<file path="src/rtl/core/soft_knee_parallel_compressor_core_assert.svh">
// soft_knee_parallel_compressor_core_assert.svh
// assertion macros for the compressor core; no dependencies
`ifndef SOFT_KNEE_PARALLEL_COMPRESSOR_CORE_ASSERT_SVH
`define SOFT_KNEE_PARALLEL_COMPRESSOR_CORE_ASSERT_SVH
`ifndef SYNTHESIS
`define SKPC_ASSERT_IMP(label, ck, rn, pre, post, msg) \
    label: assert property (@(posedge ck) disable iff (!rn) (pre) |-> (post)) \
        else $error(msg);
`define SKPC_ASSERT_NXT(label, ck, rn, pre, post, msg) \
    label: assert property (@(posedge ck) disable iff (!rn) (pre) |=> (post)) \
        else $error(msg);
`else
`define SKPC_ASSERT_IMP(label, ck, rn, pre, post, msg)
`define SKPC_ASSERT_NXT(label, ck, rn, pre, post, msg)
`endif
`endif

</file>
<file path="src/rtl/core/skpc_pkg.sv">
`timescale 1ns / 1ps
// skpc_pkg.sv
// shared types and constants of the compressor core; no dependencies

package skpc_pkg;

    localparam int CFG_INDEX_W = 3;
    localparam int CFG_DATA_W  = 17;
    localparam int KNEE_W      = 13;
    localparam int MAKEUP_W    = 14;
    localparam int WET_W       = 17;

    typedef enum logic [CFG_INDEX_W-1:0] {
        REG_THRESHOLD = 3'd0,
        REG_SLOPE     = 3'd1,
        REG_KNEE      = 3'd2,
        REG_ATTACK    = 3'd3,
        REG_RELEASE   = 3'd4,
        REG_MAKEUP    = 3'd5,
        REG_WET_MIX   = 3'd6
    } reg_index_t;

    typedef struct packed {
        logic signed [15:0] threshold_db;
        logic [15:0]        slope;
        logic [KNEE_W-1:0]  knee_db;
        logic [15:0]        attack_coeff;
        logic [15:0]        release_coeff;
        logic [MAKEUP_W-1:0] makeup_db;
        logic [WET_W-1:0]   wet_mix;
    } cfg_t;

    localparam logic signed [15:0] THRESHOLD_RST = 16'shEC00;
    localparam logic [15:0]        SLOPE_RST     = 16'd57344;
    localparam logic [KNEE_W-1:0]  KNEE_RST      = 13'd1536;
    localparam logic [15:0]        ATTACK_RST    = 16'd66;
    localparam logic [15:0]        RELEASE_RST   = 16'd6554;
    localparam logic [MAKEUP_W-1:0] MAKEUP_RST   = 14'd3072;
    localparam logic [WET_W-1:0]   WET_RST       = 17'd32768;

    // 20*log10(2) and log2(10)/20 in Q16
    localparam logic signed [19:0] DB_PER_OCTAVE = 20'sd394566;
    localparam logic signed [14:0] GAIN_TO_LOG2  = 15'sd10885;
    localparam logic [15:0]        EXP_C0        = 16'd43024;
    localparam logic [14:0]        EXP_C1        = 15'd22512;
    localparam logic [16:0]        UNITY_Q16     = 17'd65536;
    localparam logic signed [15:0] LEVEL_FLOOR   = 16'sh9C00;

    localparam int LOG_STEPS  = 16;
    localparam int DIV_STEPS  = KNEE_W;
    localparam int STEP_CNT_W = 4;
    localparam int FIFO_DEPTH = 4;

    typedef enum logic [3:0] {
        ST_IDLE,
        ST_NORM,
        ST_LOG,
        ST_DB,
        ST_KNEE,
        ST_HARD,
        ST_SQ,
        ST_DIV,
        ST_GAIN,
        ST_EXP,
        ST_MANT,
        ST_WET,
        ST_SHIFT,
        ST_DRY,
        ST_MIX,
        ST_OUT
    } state_t;

endpackage

</file>
<file path="src/rtl/core/skpc_fifo.sv">
`timescale 1ns / 1ps
// skpc_fifo.sv
// short register queue between the front and back sides
// depends on skpc_pkg

module skpc_fifo
    import skpc_pkg::*;
#(
    parameter int WIDTH = 33,
    parameter int DEPTH = FIFO_DEPTH
)
(
    input  logic             clk,
    input  logic             rst_n,
    input  logic             wr_en,
    input  logic [WIDTH-1:0] wr_data,
    input  logic             rd_en,
    output logic [WIDTH-1:0] rd_data,
    output logic             full,
    output logic             empty
);

    localparam int AW = $clog2(DEPTH);

    logic [WIDTH-1:0] mem_reg [DEPTH];
    logic [AW-1:0]    wr_ptr_reg;
    logic [AW-1:0]    wr_ptr_next;
    logic [AW-1:0]    rd_ptr_reg;
    logic [AW-1:0]    rd_ptr_next;
    logic [AW:0]      count_reg;
    logic [AW:0]      count_next;

    always_comb
    begin
        full        = count_reg == (AW+1)'(DEPTH);
        empty       = count_reg == '0;
        rd_data     = mem_reg[rd_ptr_reg];
        // depth is a power of two, pointers wrap on overflow
        wr_ptr_next = wr_en ? wr_ptr_reg + 1'b1 : wr_ptr_reg;
        rd_ptr_next = rd_en ? rd_ptr_reg + 1'b1 : rd_ptr_reg;
        count_next  = count_reg;
        if (wr_en && !rd_en)
        begin
            count_next = count_reg + 1'b1;
        end
        else if (rd_en && !wr_en)
        begin
            count_next = count_reg - 1'b1;
        end
    end

    always_ff @(posedge clk or negedge rst_n)
    begin
        if (!rst_n)
        begin
            wr_ptr_reg <= '0;
            rd_ptr_reg <= '0;
            count_reg  <= '0;
        end
        else
        begin
            wr_ptr_reg <= wr_ptr_next;
            rd_ptr_reg <= rd_ptr_next;
            count_reg  <= count_next;
        end
    end

    always_ff @(posedge clk)
    begin
        if (wr_en)
        begin
            mem_reg[wr_ptr_reg] <= wr_data;
        end
    end

endmodule

</file>
<file path="config.mk">
export PLATFORM = sky130hd
export DESIGN_NAME = skpc_fifo
export DESIGN_NICKNAME = d
export VERILOG_FILES = /design/src/rtl/core/soft_knee_parallel_compressor_core_assert.svh /design/src/rtl/core/skpc_pkg.sv /design/src/rtl/core/skpc_fifo.sv
export SDC_FILE = /design/constraint.sdc
export NUM_CORES = 1
export LEC_CHECK = 0
export ABC_AREA = 1
export BUFFER_PORTS_ARGS = -buffer_cell sky130_fd_sc_hd__buf_2
export CAP_MARGIN = 10
export CORE_ASPECT_RATIO = 1.1
export CORE_UTILIZATION = 39
export CTS_CLUSTER_SIZE = 14
export DETAILED_ROUTE_END_ITERATION = 8
export HOLD_SLACK_MARGIN = 0.05
export SYNTH_ARGS = -nofsm -noshare
export SYNTH_HDL_FRONTEND = slang
export SYNTH_SLANG_ARGS = --single-unit
</file>
<file path="constraint.sdc">
create_clock -name clk -period 3.17 [get_ports clk]
set_clock_uncertainty 0.05 [all_clocks]
set_input_delay 0.634 -clock clk [delete_from_list [all_inputs] [get_ports clk]]
set_output_delay 0.634 -clock clk [all_outputs]
set_load 0.01 [all_outputs]
</file>
---- After elaboration in Yosys (flattened, before gate mapping) ----
Memories as Yosys holds them, arrays and structs flattened.
Index checks and enable logic that the tools add are counted.
word-level totals
  flip-flop bits (word level) ............. 7
  bits in writable memories ............... 132
  input port bits ......................... 37
  output and inout port bits .............. 35
  word-level logic and storage cells ...... 19
  memories kept ........................... 1
memory list
  name     depth  width  rd ports  clocked after Yosys merged registers in  wr ports  line             source
  mem_reg  4      33     1         0                                        1         skpc_fifo.sv:25  logic [WIDTH-1:0] mem_reg [DEPTH];
cells by class
  add/sub/neg operators ................... 4
  equal/unequal tests ..................... 1
  muxes and demuxes ....................... 4
  reductions and logical operators ........ 6
operators with widths
  cell                   count
  $mux W3                2
  $add A2 B1 Y2 const B  2
  $add A3 B1 Y3 const B  1
  $eq A3 B3 Y1 const B   1
  $logic_not A3 Y1       1
  $sub A3 B1 Y3 const B  1
  $logic_and A1 B1 Y1    2
  $logic_not A1 Y1       2
  $mux W1                2
  $reduce_bool A2 Y1     1

---- Logic depth before layout (Yosys ltp) ----
  depth after elaboration ................. 4
  depth in mapped cells ................... 9
  depth with buffers taken out ............ 9

---- Worst setup path before layout ----
No wires, ideal clock.
  kind .................................... in2reg
  from .................................... input wr_en
  to ...................................... memory mem_reg[0][0] (enable)
  setup time .............................. 0.388 ns
  arrival ................................. 1.575 ns
  data required time ...................... 2.732 ns
  slack ................................... 1.157 ns
  cell stages on the path ................. 3
  buffers on the path ..................... 1
  cells stage by stage .................... clkbuf_1 -> nand2_1 -> inv_1
between the ends
  cells in the longest elaborated chain, start to end .. 2
ends and longest elaborated chain
  element                        line             source
  start: declaration             skpc_fifo.sv:15  input logic wr_en,
  $mux W1                        skpc_fifo.sv:70  if (wr_en)
  $mux W1 (implied by the code)  skpc_fifo.sv:72  mem_reg[wr_ptr_reg] <= wr_data;
  end: declaration               skpc_fifo.sv:25
Every way passes these cells.

---- Worst setup path in the final report ----
  from .................................... register rd_ptr_reg[1]
  to ...................................... output rd_data[23]
between the ends
  cells in the longest elaborated chain, start to end .. 1
ends and longest elaborated chain
  element                   line             source
  start: declaration        skpc_fifo.sv:28  logic [AW-1:0] rd_ptr_reg;
  start signal: assignment  skpc_fifo.sv:63  rd_ptr_reg <= rd_ptr_next;
  $mem_v2 Z4 W33            n/a
  end: declaration          skpc_fifo.sv:18  output logic [WIDTH-1:0] rd_data,
Every way passes these cells.

==> impl_metrics.csv <==
group,metric,value,unit
detailed_routing,wl_per_cell,15.18,um
yosys,synth_top_area_share,67.38,%
critical_path,crit_path_start_kind,"flop",
cts,numCtsBuffers,17,
floorplanning,floorplan.io_pins,72,
cts,cts_tree,"done",
sta,fin_ws,557.8,ps
critical_path,cp_max_fo,34,
cts,htree_levels,4,
layout,fill_cells,1286,
detailed_routing,first_iter_violations,139,
yosys,yosysSeqAreaShare,70.35,%
critical_path,crit_path_end_kind,"primary output",
cts,postCtsSetupBuffers,0,
yosys,synth_edf_count,132,
yosys,syn-instance-count,433,
cts,clk-insertion-delay-late,410,ps
place,io_buffers,71,
layout,largest_reg_flops,132,
sta,rsz0062_at_grt,"false",
yosys,syn_area_per_cell,13.59,um^2
hold_path,hold_path.class,"input port to flop",
place,gp_congestion,0.7143,
global_route,antenna_found_initial,0,
layout,drive_above_1_share,32.37,%
yosys,synthArstFlopShare,5.036,%
global_route,grt_max_degree,65,
detailed_routing,via_per_inst,4.648,
yosys,synth_area_leaders,"edfxtp_1 67%, o211ai_2 7.0%, nand2_1 5.9%, inv_1 4.9%, o211ai_1 4.2%",
global_route,grt.overflow.total,0,
global_route,grt_pass1_wl,17040,um
pwr,power_leakage,2.852,nW
yosys,yosys_warnings,0,
yosys,synth_common_cells,"132 x edfxtp_1, 92 x nand2_1, 77 x inv_1",
yosys,syn-cell-area,5883,um^2
cts,clock_sinks,139,
sta,worst_pin_slew,876.5,ps
pwr,ir_drop,0.0006248,V
sta,hold_violations,0,
run,drv_cap,0,
critical_path,required,2490,ps
critical_path,critPathKind,"flop to primary output",
yosys,yosysUniqueCellTypes,21,
yosys,synth_ff_type,"edfxtp_1",
pwr,power_density,969.8,nW/um^2
floorplanning,die_area,15580,um^2
detailed_routing,routed-via-count,3305,
floorplanning,fp-row-count,46,
cts,clockBufferDepth,2,
floorplanning,coreArea,14560,um^2
layout,fin_nets,549,
floorplanning,die_height,130.8,um
sta,relSlewSlack,41.48,%
run_status,run_status,"finished, final reports clean",
detailed_routing,routed_wl,10790,um
yosys,yosysMostFrequentCell,"edfxtp_1",
place,dp_hpwl,6382,um
global_route,track_usage,14.73,%
sta,period_needed,2612,ps
yosys,syn_nets,476,
sta,fin_crit_sh,82.40,%
sta,clock.fmax,382.8,MHz
sta,slew_viol_final,0,
critical_path,arrival,1930,ps
detailed_routing,ant_nets,0,
floorplanning,start_util,40.40,%
sta,setup_viol,0,
cts,clk_pin_slew,60,ps
cts,hold_buffers,1,
yosys,yosys.area.top_type,"edfxtp_1",
layout,antenna_cells,0,
cts,ctsResizeCount,0,
sta,final.setup.tns,0,ps
yosys,synth_seq_cells,139,
global_route,grt_pass1_vias,3294,
detailed_routing,drtPass1Iterations,4,
cts,ctsRootBufferMaster,"clkbuf_16",
detailed_routing,drcViolationCount,0,
place,post-place-ws,957.6,ps
floorplanning,fp.dieW,119.1,um
layout,area_growth,18.93,%
logic make-up (layout without fill, tap and decap cells):
family | Yosys count | count (layout) | share of synthesized area (%)
compound gates | 67 | 67 | 11.31
xor+xnor | 4 | 4 | 0.5956
fa+ha+maj | 6 | 6 | 1.404
simple gates | 116 | 116 | 8.358
flops | 139 | 139 | 70.35
buf+inv | 101 | 187 | 7.975
worst paths after layout:
kind / from / endpoint / slack, ps / cells past startpoint
min reg2reg: count_reg[2]$_DFFE_PN0P_ / count_reg[2]$_DFFE_PN0P_ / 460 / 2
max: rd_ptr_reg[1]$_DFFE_PN0P_ / rd_data[23] / 560 / 4
max reg2reg: wr_ptr_reg[0]$_DFFE_PN0P_ / mem_reg[0][1]$_DFFE_PP_ / 1370 / 4
min: wr_data[22] / mem_reg[3][22]$_DFFE_PP_ / 380 / 1
max in group asynchronous: rst_n / rd_ptr_reg[0]$_DFFE_PN0P_ / 2360 / 2
min in group asynchronous: rst_n / count_reg[0]$_DFFE_PN0P_ / 530 / 2
area by class of cell:
type / instances / area (um^2) / area share [%]
timing repair buffer: 77 / 427.9 / 6.116
tap: 192 / 240.2 / 3.433
inverter: 78 / 294.0 / 4.202
clock buffer: 17 / 425.4 / 6.080
multi-input combinational: 193 / 1275 / 18.22
sequential: 139 / 4144 / 59.23
clock inverter: 15 / 190.2 / 2.718
layout by cell type, fill, tap and decap left out, drive strengths merged, types with 2 or more instances in the layout:
cell,Yosys,layout
edfxtp,132,132
nand2,112,112
inv,77,81
buf,22,76
o211ai,66,66
clkbuf,1,17
dfrtp,7,7
ha,5,5
clkinv,1,5
clkinvlp,0,4
xor2,3,3
bufinv,0,3
nor3,2,2
layer usage:
| metal | vias up | track usage (%) | share of wire [%] |
|---|---|---|---|
| met1 | 1598 | 17.08 | 42 |
| met5 | - | 0 | 0 |
| li1 | 1639 | - | - |
| met4 | 0 | 6.925 | 1.3 |
| met2 | 58 | 26.09 | 53 |
| met3 | 10 | 3.342 | 3.4 |
power by group:
group          switching, W  internal (W)  leakage (nW)  total (W)
registers          0.000136       0.00242          1.29    0.00256
clock network      0.000770       0.00125         0.287    0.00202
logic               0.00143      0.000780          1.27    0.00221
total               0.00233       0.00445          2.85    0.00679
per-stage QoR:
| step | util [%] | hold slack (ps) | area, um^2 | std cells | total power [W] |
|---|---|---|---|---|---|
| 6_report | 48.05 | 382.7 | 6997 | 711 | 0.006785 |
| 5_1_grt | 48.05 | 369.0 | 6997 | 711 | 0.007187 |
| 4_1_cts | 48.05 | 369.6 | 6997 | 711 | 0.006891 |
| 3_5_place_dp | 43.75 | 425.5 | 6371 | 678 | 0.004859 |
| 3_3_place_gp | 43.75 | 429.8 | 6371 | 678 | 0.004802 |
| 2_1_floorplan | - | 288.4 | 5883 | 433 | 0.004188 |
critical path, stage by stage (launching register included):
cell      delay, ps
dfrtp_2         360
clkinv_2        620
o211ai_2        280
nand2_1         100
buf_2           150
Note: power is estimated with default switching activity, not from simulation.
