<file path="config.mk">
export PLATFORM = sky130hd
export DESIGN_NAME = skpc_front
export DESIGN_NICKNAME = d
export VERILOG_FILES = /design/src/rtl/core/soft_knee_parallel_compressor_core_assert.svh /design/src/rtl/core/skpc_pkg.sv /design/src/rtl/core/skpc_front.sv
export SDC_FILE = /design/constraint.sdc
export NUM_CORES = 1
export LEC_CHECK = 0
export BUFFER_PORTS_ARGS = -buffer_cell sky130_fd_sc_hd__buf_2
export CELL_PAD_IN_SITES_DETAIL_PLACEMENT = 0
export CELL_PAD_IN_SITES_GLOBAL_PLACEMENT = 1
export CORE_MARGIN = 4
export CORE_UTILIZATION = 46
export CTS_CLUSTER_DIAMETER = 120
export DETAILED_ROUTE_END_ITERATION = 8
export PLACE_DENSITY = 0.86
export SYNTH_ARGS = -nofsm -noshare
export SYNTH_HDL_FRONTEND = slang
export SYNTH_SLANG_ARGS = --single-unit
</file>
<file path="constraint.sdc">
create_clock -name clk -period 22.1 [get_ports clk]
set_input_delay 3.315 -clock clk [delete_from_list [all_inputs] [get_ports clk]]
set_output_delay 3.315 -clock clk [all_outputs]
set_load 0.005 [all_outputs]
</file>
<file path="src/rtl/core/soft_knee_parallel_compressor_core_assert.svh">
// soft_knee_parallel_compressor_core_assert.svh
// assertion macros for the compressor core; no dependencies
`ifndef SOFT_KNEE_PARALLEL_COMPRESSOR_CORE_ASSERT_SVH
`define SOFT_KNEE_PARALLEL_COMPRESSOR_CORE_ASSERT_SVH
`ifndef SYNTHESIS
`define SKPC_ASSERT_IMP(label, ck, rn, pre, post, msg) \
    label: assert property (@(posedge ck) disable iff (!rn) (pre) |-> (post)) \
        else $error(msg);
`define SKPC_ASSERT_NXT(label, ck, rn, pre, post, msg) \
    label: assert property (@(posedge ck) disable iff (!rn) (pre) |=> (post)) \
        else $error(msg);
`else
`define SKPC_ASSERT_IMP(label, ck, rn, pre, post, msg)
`define SKPC_ASSERT_NXT(label, ck, rn, pre, post, msg)
`endif
`endif

</file>
<file path="src/rtl/core/skpc_pkg.sv">
`timescale 1ns / 1ps
// skpc_pkg.sv
// shared types and constants of the compressor core; no dependencies

package skpc_pkg;

    localparam int CFG_INDEX_W = 3;
    localparam int CFG_DATA_W  = 17;
    localparam int KNEE_W      = 13;
    localparam int MAKEUP_W    = 14;
    localparam int WET_W       = 17;

    typedef enum logic [CFG_INDEX_W-1:0] {
        REG_THRESHOLD = 3'd0,
        REG_SLOPE     = 3'd1,
        REG_KNEE      = 3'd2,
        REG_ATTACK    = 3'd3,
        REG_RELEASE   = 3'd4,
        REG_MAKEUP    = 3'd5,
        REG_WET_MIX   = 3'd6
    } reg_index_t;

    typedef struct packed {
        logic signed [15:0] threshold_db;
        logic [15:0]        slope;
        logic [KNEE_W-1:0]  knee_db;
        logic [15:0]        attack_coeff;
        logic [15:0]        release_coeff;
        logic [MAKEUP_W-1:0] makeup_db;
        logic [WET_W-1:0]   wet_mix;
    } cfg_t;

    localparam logic signed [15:0] THRESHOLD_RST = 16'shEC00;
    localparam logic [15:0]        SLOPE_RST     = 16'd57344;
    localparam logic [KNEE_W-1:0]  KNEE_RST      = 13'd1536;
    localparam logic [15:0]        ATTACK_RST    = 16'd66;
    localparam logic [15:0]        RELEASE_RST   = 16'd6554;
    localparam logic [MAKEUP_W-1:0] MAKEUP_RST   = 14'd3072;
    localparam logic [WET_W-1:0]   WET_RST       = 17'd32768;

    // 20*log10(2) and log2(10)/20 in Q16
    localparam logic signed [19:0] DB_PER_OCTAVE = 20'sd394566;
    localparam logic signed [14:0] GAIN_TO_LOG2  = 15'sd10885;
    localparam logic [15:0]        EXP_C0        = 16'd43024;
    localparam logic [14:0]        EXP_C1        = 15'd22512;
    localparam logic [16:0]        UNITY_Q16     = 17'd65536;
    localparam logic signed [15:0] LEVEL_FLOOR   = 16'sh9C00;

    localparam int LOG_STEPS  = 16;
    localparam int DIV_STEPS  = KNEE_W;
    localparam int STEP_CNT_W = 4;
    localparam int FIFO_DEPTH = 4;

    typedef enum logic [3:0] {
        ST_IDLE,
        ST_NORM,
        ST_LOG,
        ST_DB,
        ST_KNEE,
        ST_HARD,
        ST_SQ,
        ST_DIV,
        ST_GAIN,
        ST_EXP,
        ST_MANT,
        ST_WET,
        ST_SHIFT,
        ST_DRY,
        ST_MIX,
        ST_OUT
    } state_t;

endpackage

</file>
<file path="src/rtl/core/skpc_front.sv">
`timescale 1ns / 1ps
// skpc_front.sv
// input side: takes samples, tracks the peak envelope, pushes work to the queue
// depends on skpc_pkg

module skpc_front
    import skpc_pkg::*;
#(
    parameter int SAMPLE_WIDTH = 16
)
(
    input  logic                           clk,
    input  logic                           rst_n,
    input  cfg_t                           cfg,
    input  logic                           push,
    input  logic signed [SAMPLE_WIDTH-1:0] sample_in,
    input  logic                           last_in,
    input  logic                           q_full,
    output logic                           q_push,
    output logic [2*SAMPLE_WIDTH:0]        q_data
);

    localparam int SW = SAMPLE_WIDTH;
    localparam int MPW = SW + 16;

    logic [SW-1:0]  env_reg;
    logic [SW-1:0]  env_next;
    logic [SW-1:0]  mag;
    logic [SW-1:0]  diff;
    logic [SW-1:0]  step;
    logic [15:0]    coeff;
    logic [MPW-1:0] prod;
    logic           rising;

    always_comb
    begin
        mag      = sample_in[SW-1] ? (~sample_in + 1'b1) : sample_in;
        rising   = mag > env_reg;
        diff     = rising ? (mag - env_reg) : (env_reg - mag);
        coeff    = rising ? cfg.attack_coeff : cfg.release_coeff;
        prod     = MPW'(coeff) * MPW'(diff);
        step     = prod[MPW-1:16];
        env_next = rising ? (env_reg + step) : (env_reg - step);
        q_push   = push && !q_full;
        q_data   = {last_in, sample_in, env_next};
    end

    always_ff @(posedge clk or negedge rst_n)
    begin
        if (!rst_n)
        begin
            env_reg <= '0;
        end
        else if (q_push)
        begin
            env_reg <= env_next;
        end
    end

endmodule

</file>
==> After elaboration in Yosys (flattened, before gate mapping) <==
Index checks and enable logic that the tools add are counted.
{ "classes": {"multipliers": 1, "n_addsub": 5, "n_bitwise": 1, "magnitude_cmp": 1, "n_mux": 4, "n_reduce_logical": 2} }
{ "op_table": {"columns": ["operator", "n"], "rows": [
  ["$mux 16", 4],
  ["$sub 16x16->16", 3],
  ["$mul 16x16->32", 1],
  ["$add 16x1->16 const B", 1],
  ["$add 16x16->16", 1],
  ["$gt 16x16->1", 1],
  ["$not 16->16", 1],
  ["$logic_and 1x1->1", 1],
  ["$logic_not 1->1", 1]
]} }
{ "totals": {"word_cells": 15, "reg_bits": 16, "inputBits": 129} }

==> Logic depth before layout (Yosys ltp) <==
Gate-level depths: netlist of run 1.
{ "depth": {"depth_word": 8, "ltp_mapped": 56, "depth_no_buf": 53} }

==> Least setup slack after synthesis of run 1 <==
OpenSTA, ideal clock, no wires.
{ "synth_timing": {"path_kind": "in2out", "from": "in sample_in[0]", "to": "out q_data[15]", "stages": 48, "required_ns": 18.785, "slack_ns": 3.724, "arrival_ns": 15.061, "path_buffers": 6, "path_cell_list": "inv_1 > ha_1 > nand2_1 > or3_1 > or3_1 > o31a_1 > xor2_1 > ha_1 > buf_4 > nand4_1 > nor4_4 > a21o_2 > buf_4 > buf_2 > buf_2 > buf_1 > mux2i_1 > xnor2_1 > (+12 left out) > a21o_1 > a211oi_1 > o311ai_1 > a21oi_1 > a31oi_1 > or3_1 > and2_1 > or3_1 > o41ai_1 > xor2_1 > ha_1 > and2_1 > o21ai_0 > nand3_1 > a41oi_1 > o21ai_0 > xor2_1 > xor2_1"} }
{ "synth_via": {"elab_chain_len": 8} }
{ "synth_rtl": {"columns": ["element", "line", "source"], "rows": [
  ["from (decl)", "skpc_front.sv:16", "input logic signed [SAMPLE_WIDTH-1:0] sample_in,"],
  ["$not 16->16", "skpc_front.sv:37", "mag = sample_in[SW-1] ? (~sample_in + 1'b1) : sample_in;"],
  ["$add 16x1->16", "skpc_front.sv:37", null],
  ["$mux 16 (*)", "skpc_front.sv:37", null],
  ["$sub 16x16->16 / $gt 16x16->1 (equally long branches)", "skpc_front.sv:39, skpc_front.sv:38", null],
  ["$mux 16, on equally long branches", "skpc_front.sv:39, skpc_front.sv:40", null],
  ["$mul 16x16->32", "skpc_front.sv:41", "prod = MPW'(coeff) * MPW'(diff);"],
  ["$sub 16x16->16 / $add 16x16->16 (equally long branches)", "skpc_front.sv:43", "env_next = rising ? (env_reg + step) : (env_reg - step);"],
  ["$mux 16 (*)", "skpc_front.sv:43", null],
  ["to (decl)", "skpc_front.sv:20", "output logic [2*SAMPLE_WIDTH:0] q_data"]
]} }
Mark *: on every way between the ends. The rest lies on a longest branch, timed or not.

==> Worst setup path in the final report of run 1 <==
Ends and elaborated chain as after synthesis.

==> impl_metrics.yaml, run 1 <==
outcome:
  outcome: "finished, final reports clean"
logic_synthesis:
  async_flop_share_pct: 100
  syn-cell-area_um2: 12900
  synthDistinctLibCells: 79
  synth_compound_area_share_pct: 13.1
  syn_avg_cell_area_um2: 8.11
  ys.flop_type: "dfrtp_1"
  synth_area_leaders: "fa_1 31%, ha_1 15%, inv_1 8.1%, nor2_1 4.6%, nand2_1 4.5%"
  synth_edf_count: 0
  syn-num-nets: 2059
  seq_area_frac_synth_pct: 3.11
  synth_fa_ha_area_share_pct: 45.0
  synth_simple_gate_area_share_pct: 18.7
  synth-xor-area-share_pct: 4.50
  yosysTopAreaCellShare_pct: 30.5
  synth_seq_cells: 16
  yosys_warnings: 0
  netlist_instances: 1585
  synthMuxAreaShare_pct: 4.27
  synth_top_family_by_area: "adder cells"
  synth_top_area_cell: "fa_1"
cells_and_area:
  fin_util_pct: 50.2
  diodes: 0
  final_nets: 2096
  fill_cells: 2678
  mostFrequentLayoutCell: "inv_1"
  largest_reg_flops: 16
  drive_gt1_share_pct: 10.4
  final_cell_mix: "277 x inv_1, 196 x fa_1, 156 x nor2_1, 153 x nand2_1, 149 x ha_1"
  areaGrowthSynthToFinish_pct: 6.38
sta:
  rsz0062_at_grt: "false"
  whs_ns: 0.616
  final_hold_viol_count: 0
  timing.final.crit_share_pct: 93.5
  drv_slew: 0
  skew_ns: 0.00483
  fmax_mhz: 48.4
  post-route-min-period_ns: 20.67
  finalSetupViolCount: 0
  worst_pin_slew_ns: 1.24
  relSlewSlack_pct: 17.2
  fin_tns_setup_ns: 0
clock_network:
  cts.clk_slew.worst_paths_ns: 0.05
  numCtsBuffers: 3
  h-tree-depth: 1
  cts_setup_buffers: 0
  cts_resized: 0
  clk_latency_ns: 0.25
  holdBufCountCts: 0
  clk_path_buf_depth: 2
  cts_tree: "yes"
  cts-root-buf: "clkbuf_16"
  clock-sinks: 16
worst_hold_path:
  hold_path.class: "reg -> reg"
floorplan:
  die-width_um: 175
  core_um2: 27300
  die_area_um2: 30700
  row_count: 60
  die_h_um: 175
  io_pins: 163
  initial_core_util_pct: 47.2
critical_path:
  slowest_delay_ns: 0.59
  cp_common_cell: "fa_1"
  cp.arrival_ns: 17.35
  crit_path_max_fanout: 32
  worstSetupPathType: "in -> out"
  cp_slowest_cell: "a21o_2"
  end_kind: "output port"
  cp.required_ns: 18.78
  worstSetupStartpointType: "input pin"
global_route:
  grt_pass1_wl_um: 60300
  grt_max_degree: 37
  track_usage_pct: 24.3
  antenna_found_initial: 0
  overflow: 0
  grt_pass1_vias: 11400
placement:
  gp_congestion: 0.894
  place_hpwl_um: 31300
  port_buffers: 84
detailed_routing:
  drc: 0
  antenna_left: 0
  first_pass_iters: 5
  viasPerCell: 5.66
  num_vias: 11300
  wl_per_cell_um: 18.6
  drt_wl_total_um: 37100
  first_iter_violations: 781
job:
  drv_cap: 0
==> Yosys cell counts (12+ instances only) <==
cell      instances
o21ai_0          31
mux2i_1          29
dfrtp_1          16
clkbuf_1         51
o21ai_1          12
a21o_1           24
a21oi_1          46
buf_4            22
nand2b_1         24
nor3_1           16
inv_1           277
nand2_1         153
or3_1            12
nand3_1          75
xnor2_1          47
o311ai_0         16
and2_1           17
xor2_1           19
fa_1            196
nor2_1          156
mux2_2           22
and3_1           14
ha_1            149
==> layout make-up <==
| type | instances | area, um^2 | area share [%] |
|---|---|---|---|
| inverter | 278 | 1040 | 7.63 |
| multi-input combinational | 1207 | 11000 | 80.7 |
| sequential | 16 | 400 | 2.93 |
| timing repair buffer | 116 | 661 | 4.83 |
| clock buffer | 3 | 75.1 | 0.549 |
| tap | 372 | 465 | 3.40 |
==> final timing paths <==
path / startpoint / end / slack (ns) / cells after the start
worst min register to register: env_reg[12]$_DFFE_PN0P_ / env_reg[12]$_DFFE_PN0P_ / 0.62 / 1
worst max-delay path: sample_in[0] / q_data[15] / 1.43 / 48
min in group asynchronous: rst_n / env_reg[5]$_DFFE_PN0P_ / 2.98 / 1
max in group asynchronous: rst_n / env_reg[11]$_DFFE_PN0P_ / 18.85 / 1
worst min-delay path: env_reg[12]$_DFFE_PN0P_ / env_reg[12]$_DFFE_PN0P_ / 0.62 / 1
worst max register to register: env_reg[1]$_DFFE_PN0P_ / env_reg[15]$_DFFE_PN0P_ / 8.83 / 41
==> routing by layer <==
metal  vias up  wire length, um  global-route usage, %
li1       5262                -                      -
met1      5559            15700                   32.5
met2       376            17400                   40.8
met3        86             2550                   3.33
met4         0             1460                   7.82
met5         -                0                      0
==> metrics by stage <==
step	cell area (um^2)	setup slack, ns	std cells
2_1_floorplan	12900	3.72	1585
3_3_place_gp	13600	1.75	1989
3_5_place_dp	13600	1.62	1989
4_1_cts	13700	1.52	1992
5_1_grt	13700	0.527	1992
6_report	13700	1.43	1992
==> logic make-up (layout without fill, tap and decap cells) <==
logic type               count (synthesis)  in the layout
AO/OA/AOI/OAI                          234            234
XOR/XNOR                                66             66
adder cells (fa/ha/maj)                345            345
buffers and inverters                  362            397
flip-flops                              16             16
multiplexers                            52             52
AND/OR/NAND/NOR                        510            510
==> worst max-delay path: cells and delay by family <==
family | cells | cell delay, ns
mux | 1 | 0.19
buf+inv | 6 | 0.81
fa+ha+maj | 10 | 4.37
simple gates | 13 | 3.50
xor+xnor | 4 | 1.05
compound gates | 14 | 4.08
Power of run 1 is left out: the tool's default activity adds up to more than one toggle a clock period on the data nets, which glitch-free logic cannot reach.
==> inputs of run 2 (changes only) <==
--- a/config.mk
+++ b/config.mk
@@ -5,14 +5,15 @@
 export SDC_FILE = /design/constraint.sdc
 export NUM_CORES = 1
 export LEC_CHECK = 0
+export ABC_AREA = 1
 export BUFFER_PORTS_ARGS = -buffer_cell sky130_fd_sc_hd__buf_2
 export CELL_PAD_IN_SITES_DETAIL_PLACEMENT = 0
 export CELL_PAD_IN_SITES_GLOBAL_PLACEMENT = 1
 export CORE_MARGIN = 4
-export CORE_UTILIZATION = 46
+export CORE_UTILIZATION = 45
 export CTS_CLUSTER_DIAMETER = 120
 export DETAILED_ROUTE_END_ITERATION = 8
-export PLACE_DENSITY = 0.86
+export PLACE_DENSITY = 0.87
 export SYNTH_ARGS = -nofsm -noshare
 export SYNTH_HDL_FRONTEND = slang
 export SYNTH_SLANG_ARGS = --single-unit
==> run 2 against run 1 <==
Against the previous run: flip-flop and latch count unchanged; critical path depth rose by 17; via count decreased by 1.4%; worst setup slack better by 0.80 ns; worst hold slack got worse by 0.044 ns; final cell count is 9.5% higher; first-iteration DRC count is 28% lower; routed wire length shrank 3.2%; clock skew shrank 0.0029 ns; largest cell class unchanged; register-to-register slack improved by 1.1 ns; die area fell by 0.35%; synthesized area decreased by 2.5%.
==> impl_metrics.yaml, run 2 <==
outcome:
  outcome: "finished, final reports clean"
clock_network:
  cts-root-buf: "clkbuf_16"
  cts.clk_slew.worst_paths_ns: 0.05
  clk_latency_ns: 0.25
  h-tree-depth: 1
  cts_setup_buffers: 0
  numCtsBuffers: 3
  holdBufCountCts: 0
  cts_resized: 0
  cts_tree: "yes"
  clk_path_buf_depth: 2
  clock-sinks: 16
logic_synthesis:
  seq_area_frac_synth_pct: 3.20
  synth_area_leaders: "fa_1 31%, ha_1 15%, inv_1 13%, nand2_1 11%, nor2_1 5.1%"
  syn-num-nets: 2230
  synthDistinctLibCells: 50
  yosysMostFrequentCell: "inv_1"
  syn_avg_cell_area_um2: 7.14
  syn-cell-area_um2: 12500
  ys.flop_type: "dfrtp_1"
  synth_edf_count: 0
  synth_top_cells_by_count: "427 x inv_1, 361 x nand2_1, 196 x fa_1"
  netlist_instances: 1756
  yosysTopAreaCellShare_pct: 31.3
  synth_seq_cells: 16
  yosys_warnings: 0
  synth_top_area_cell: "fa_1"
  async_flop_share_pct: 100
global_route:
  track_usage_pct: 23.6
  use_met3_pct: 1.82
  met2_usage_pct: 41.7
  overflow: 0
  antenna_found_initial: 0
  grt_pass1_vias: 11300
  grtUsageMet1_pct: 31.2
  grt_pass1_wl_um: 58000
  grt_max_degree: 43
  gr-max-usage-layer: "met2"
critical_path:
  crit_path_max_fanout: 42
  r2r-start: "env_reg[9]$_DFFE_PN0P_"
  cp_slowest_cell: "fa_1"
  worstSetupPathType: "in -> out"
  worstSetupStartpointType: "input pin"
  cp.required_ns: 18.78
  cp_common_cell: "inv_1"
  regToRegSetupSlack_ns: 9.96
  reg2regPathDepth: 52
  slowest_delay_ns: 0.55
  cp.arrival_ns: 16.56
  regToRegEndpoint: "env_reg[13]$_DFFE_PN0P_"
  end_kind: "output port"
detailed_routing:
  first_iter_violations: 561
  viasPerCell: 5.10
  drc: 0
  wl_per_cell_um: 16.4
  antenna_left: 0
  drt_wl_total_um: 35900
  num_vias: 11100
  first_pass_iters: 5
worst_hold_path:
  min_to: "env_reg[15]$_DFFE_PN0P_"
  hold_path.class: "reg -> reg"
  worstHoldStart: "env_reg[15]$_DFFE_PN0P_"
  hold_depth: 2
floorplan:
  core_um2: 27200
  die_h_um: 175
  die_area_um2: 30600
  die-width_um: 175
  io_pins: 163
  row_count: 60
  initial_core_util_pct: 46.1
cells_and_area:
  final_nets: 2284
  drive_gt1_share_pct: 8.18
  largest_reg_flops: 16
  final_cells: 2181
  final_cell_mix: "427 x inv_1, 361 x nand2_1, 196 x fa_1, 170 x nor2_1, 149 x ha_1"
  fill_cells: 2860
  areaGrowthSynthToFinish_pct: 6.68
  mostFrequentLayoutCell: "inv_1"
  fin_util_pct: 49.2
  diodes: 0
placement:
  place_inst: 2177
  gp_congestion: 0.977
  port_buffers: 84
  place_hpwl_um: 30800
sta:
  drv_slew: 0
  timing.final.crit_share_pct: 89.9
  fmax_mhz: 50.3
  worst_pin_slew_ns: 1.10
  relSlewSlack_pct: 26.4
  finalSetupViolCount: 0
  fin_tns_setup_ns: 0
  skew_ns: 0.00189
  post-route-min-period_ns: 19.87
  rsz0062_at_grt: "false"
  final_hold_viol_count: 0
job:
  drv_cap: 0
run 2: changes by cell type in the layout (fill, tap and decap cells not counted), sizes merged, moves of 23 or more:
cell / change
inv: +154
xor2: +39
a21oi: +27
nand2: +225
nand3: -28
nand2b: -24
o21ai: +32
mux2i: -27
xnor2: -41
mux2: -23
run 2: layout make-up:
type	count	area [um^2]	area share [%]
well taps	372	465	3.48
flip-flops and latches	16	400	3.00
inverters	437	1640	12.3
repair buffers	99	533	3.99
clock buffers	4	88.8	0.665
multi-input cells	1253	10200	76.6
run 2: metal layers:
metal / wire, um / vias up
li1: - / 5378
met1: 15300 / 5345
met2: 17600 / 348
met3: 1900 / 59
met4: 1070 / 0
met5: 0 / -
run 2: logic make-up (layout without fill, tap and decap cells):
kind of cell | count (synthesis) | after routing | share of synthesized area (%)
compound gates | 197 | 197 | 8.85
xor+xnor | 65 | 65 | 4.89
fa+ha+maj | 345 | 345 | 46.2
buf+inv | 487 | 540 | 15.2
flops | 16 | 16 | 3.20
mux | 2 | 2 | 0.160
simple gates | 644 | 644 | 21.5
run 2: worst max path at each step:
stage / from / end / slack [ns] / cells after the start
after global routing: sample_in[0] / q_data[13] / 0.85 / 63
after global placement: sample_in[0] / q_data[15] / 2.33 / 65
after CTS: sample_in[0] / q_data[15] / 2.25 / 65
after detailed placement: sample_in[0] / q_data[15] / 2.29 / 65
after floorplan: sample_in[0] / q_data[15] / 5.02 / 67
final: sample_in[0] / q_data[15] / 2.23 / 65
run 2: worst max-delay path, delay by kind of cell:
| kind | cells | cell delay [ns] |
|---|---|---|
| AO/OA/AOI/OAI | 12 | 2.78 |
| XOR/XNOR | 5 | 1.45 |
| adder cells (fa/ha/maj) | 11 | 4.34 |
| buffers and inverters | 20 | 2.13 |
| AND/OR/NAND/NOR | 17 | 2.49 |
run 2: through the flow:
stage          worst slack [ns]  hold WS [ns]  instance area (um^2)
6_report                   2.23         0.571                 13400
5_1_grt                   0.848         0.608                 13400
4_1_cts                    2.25         0.571                 13400
3_5_place_dp               2.29         0.559                 13300
3_3_place_gp               2.33         0.547                 13300
2_1_floorplan              5.02         0.513                 12500
Power of run 2 is left out for the same reason.
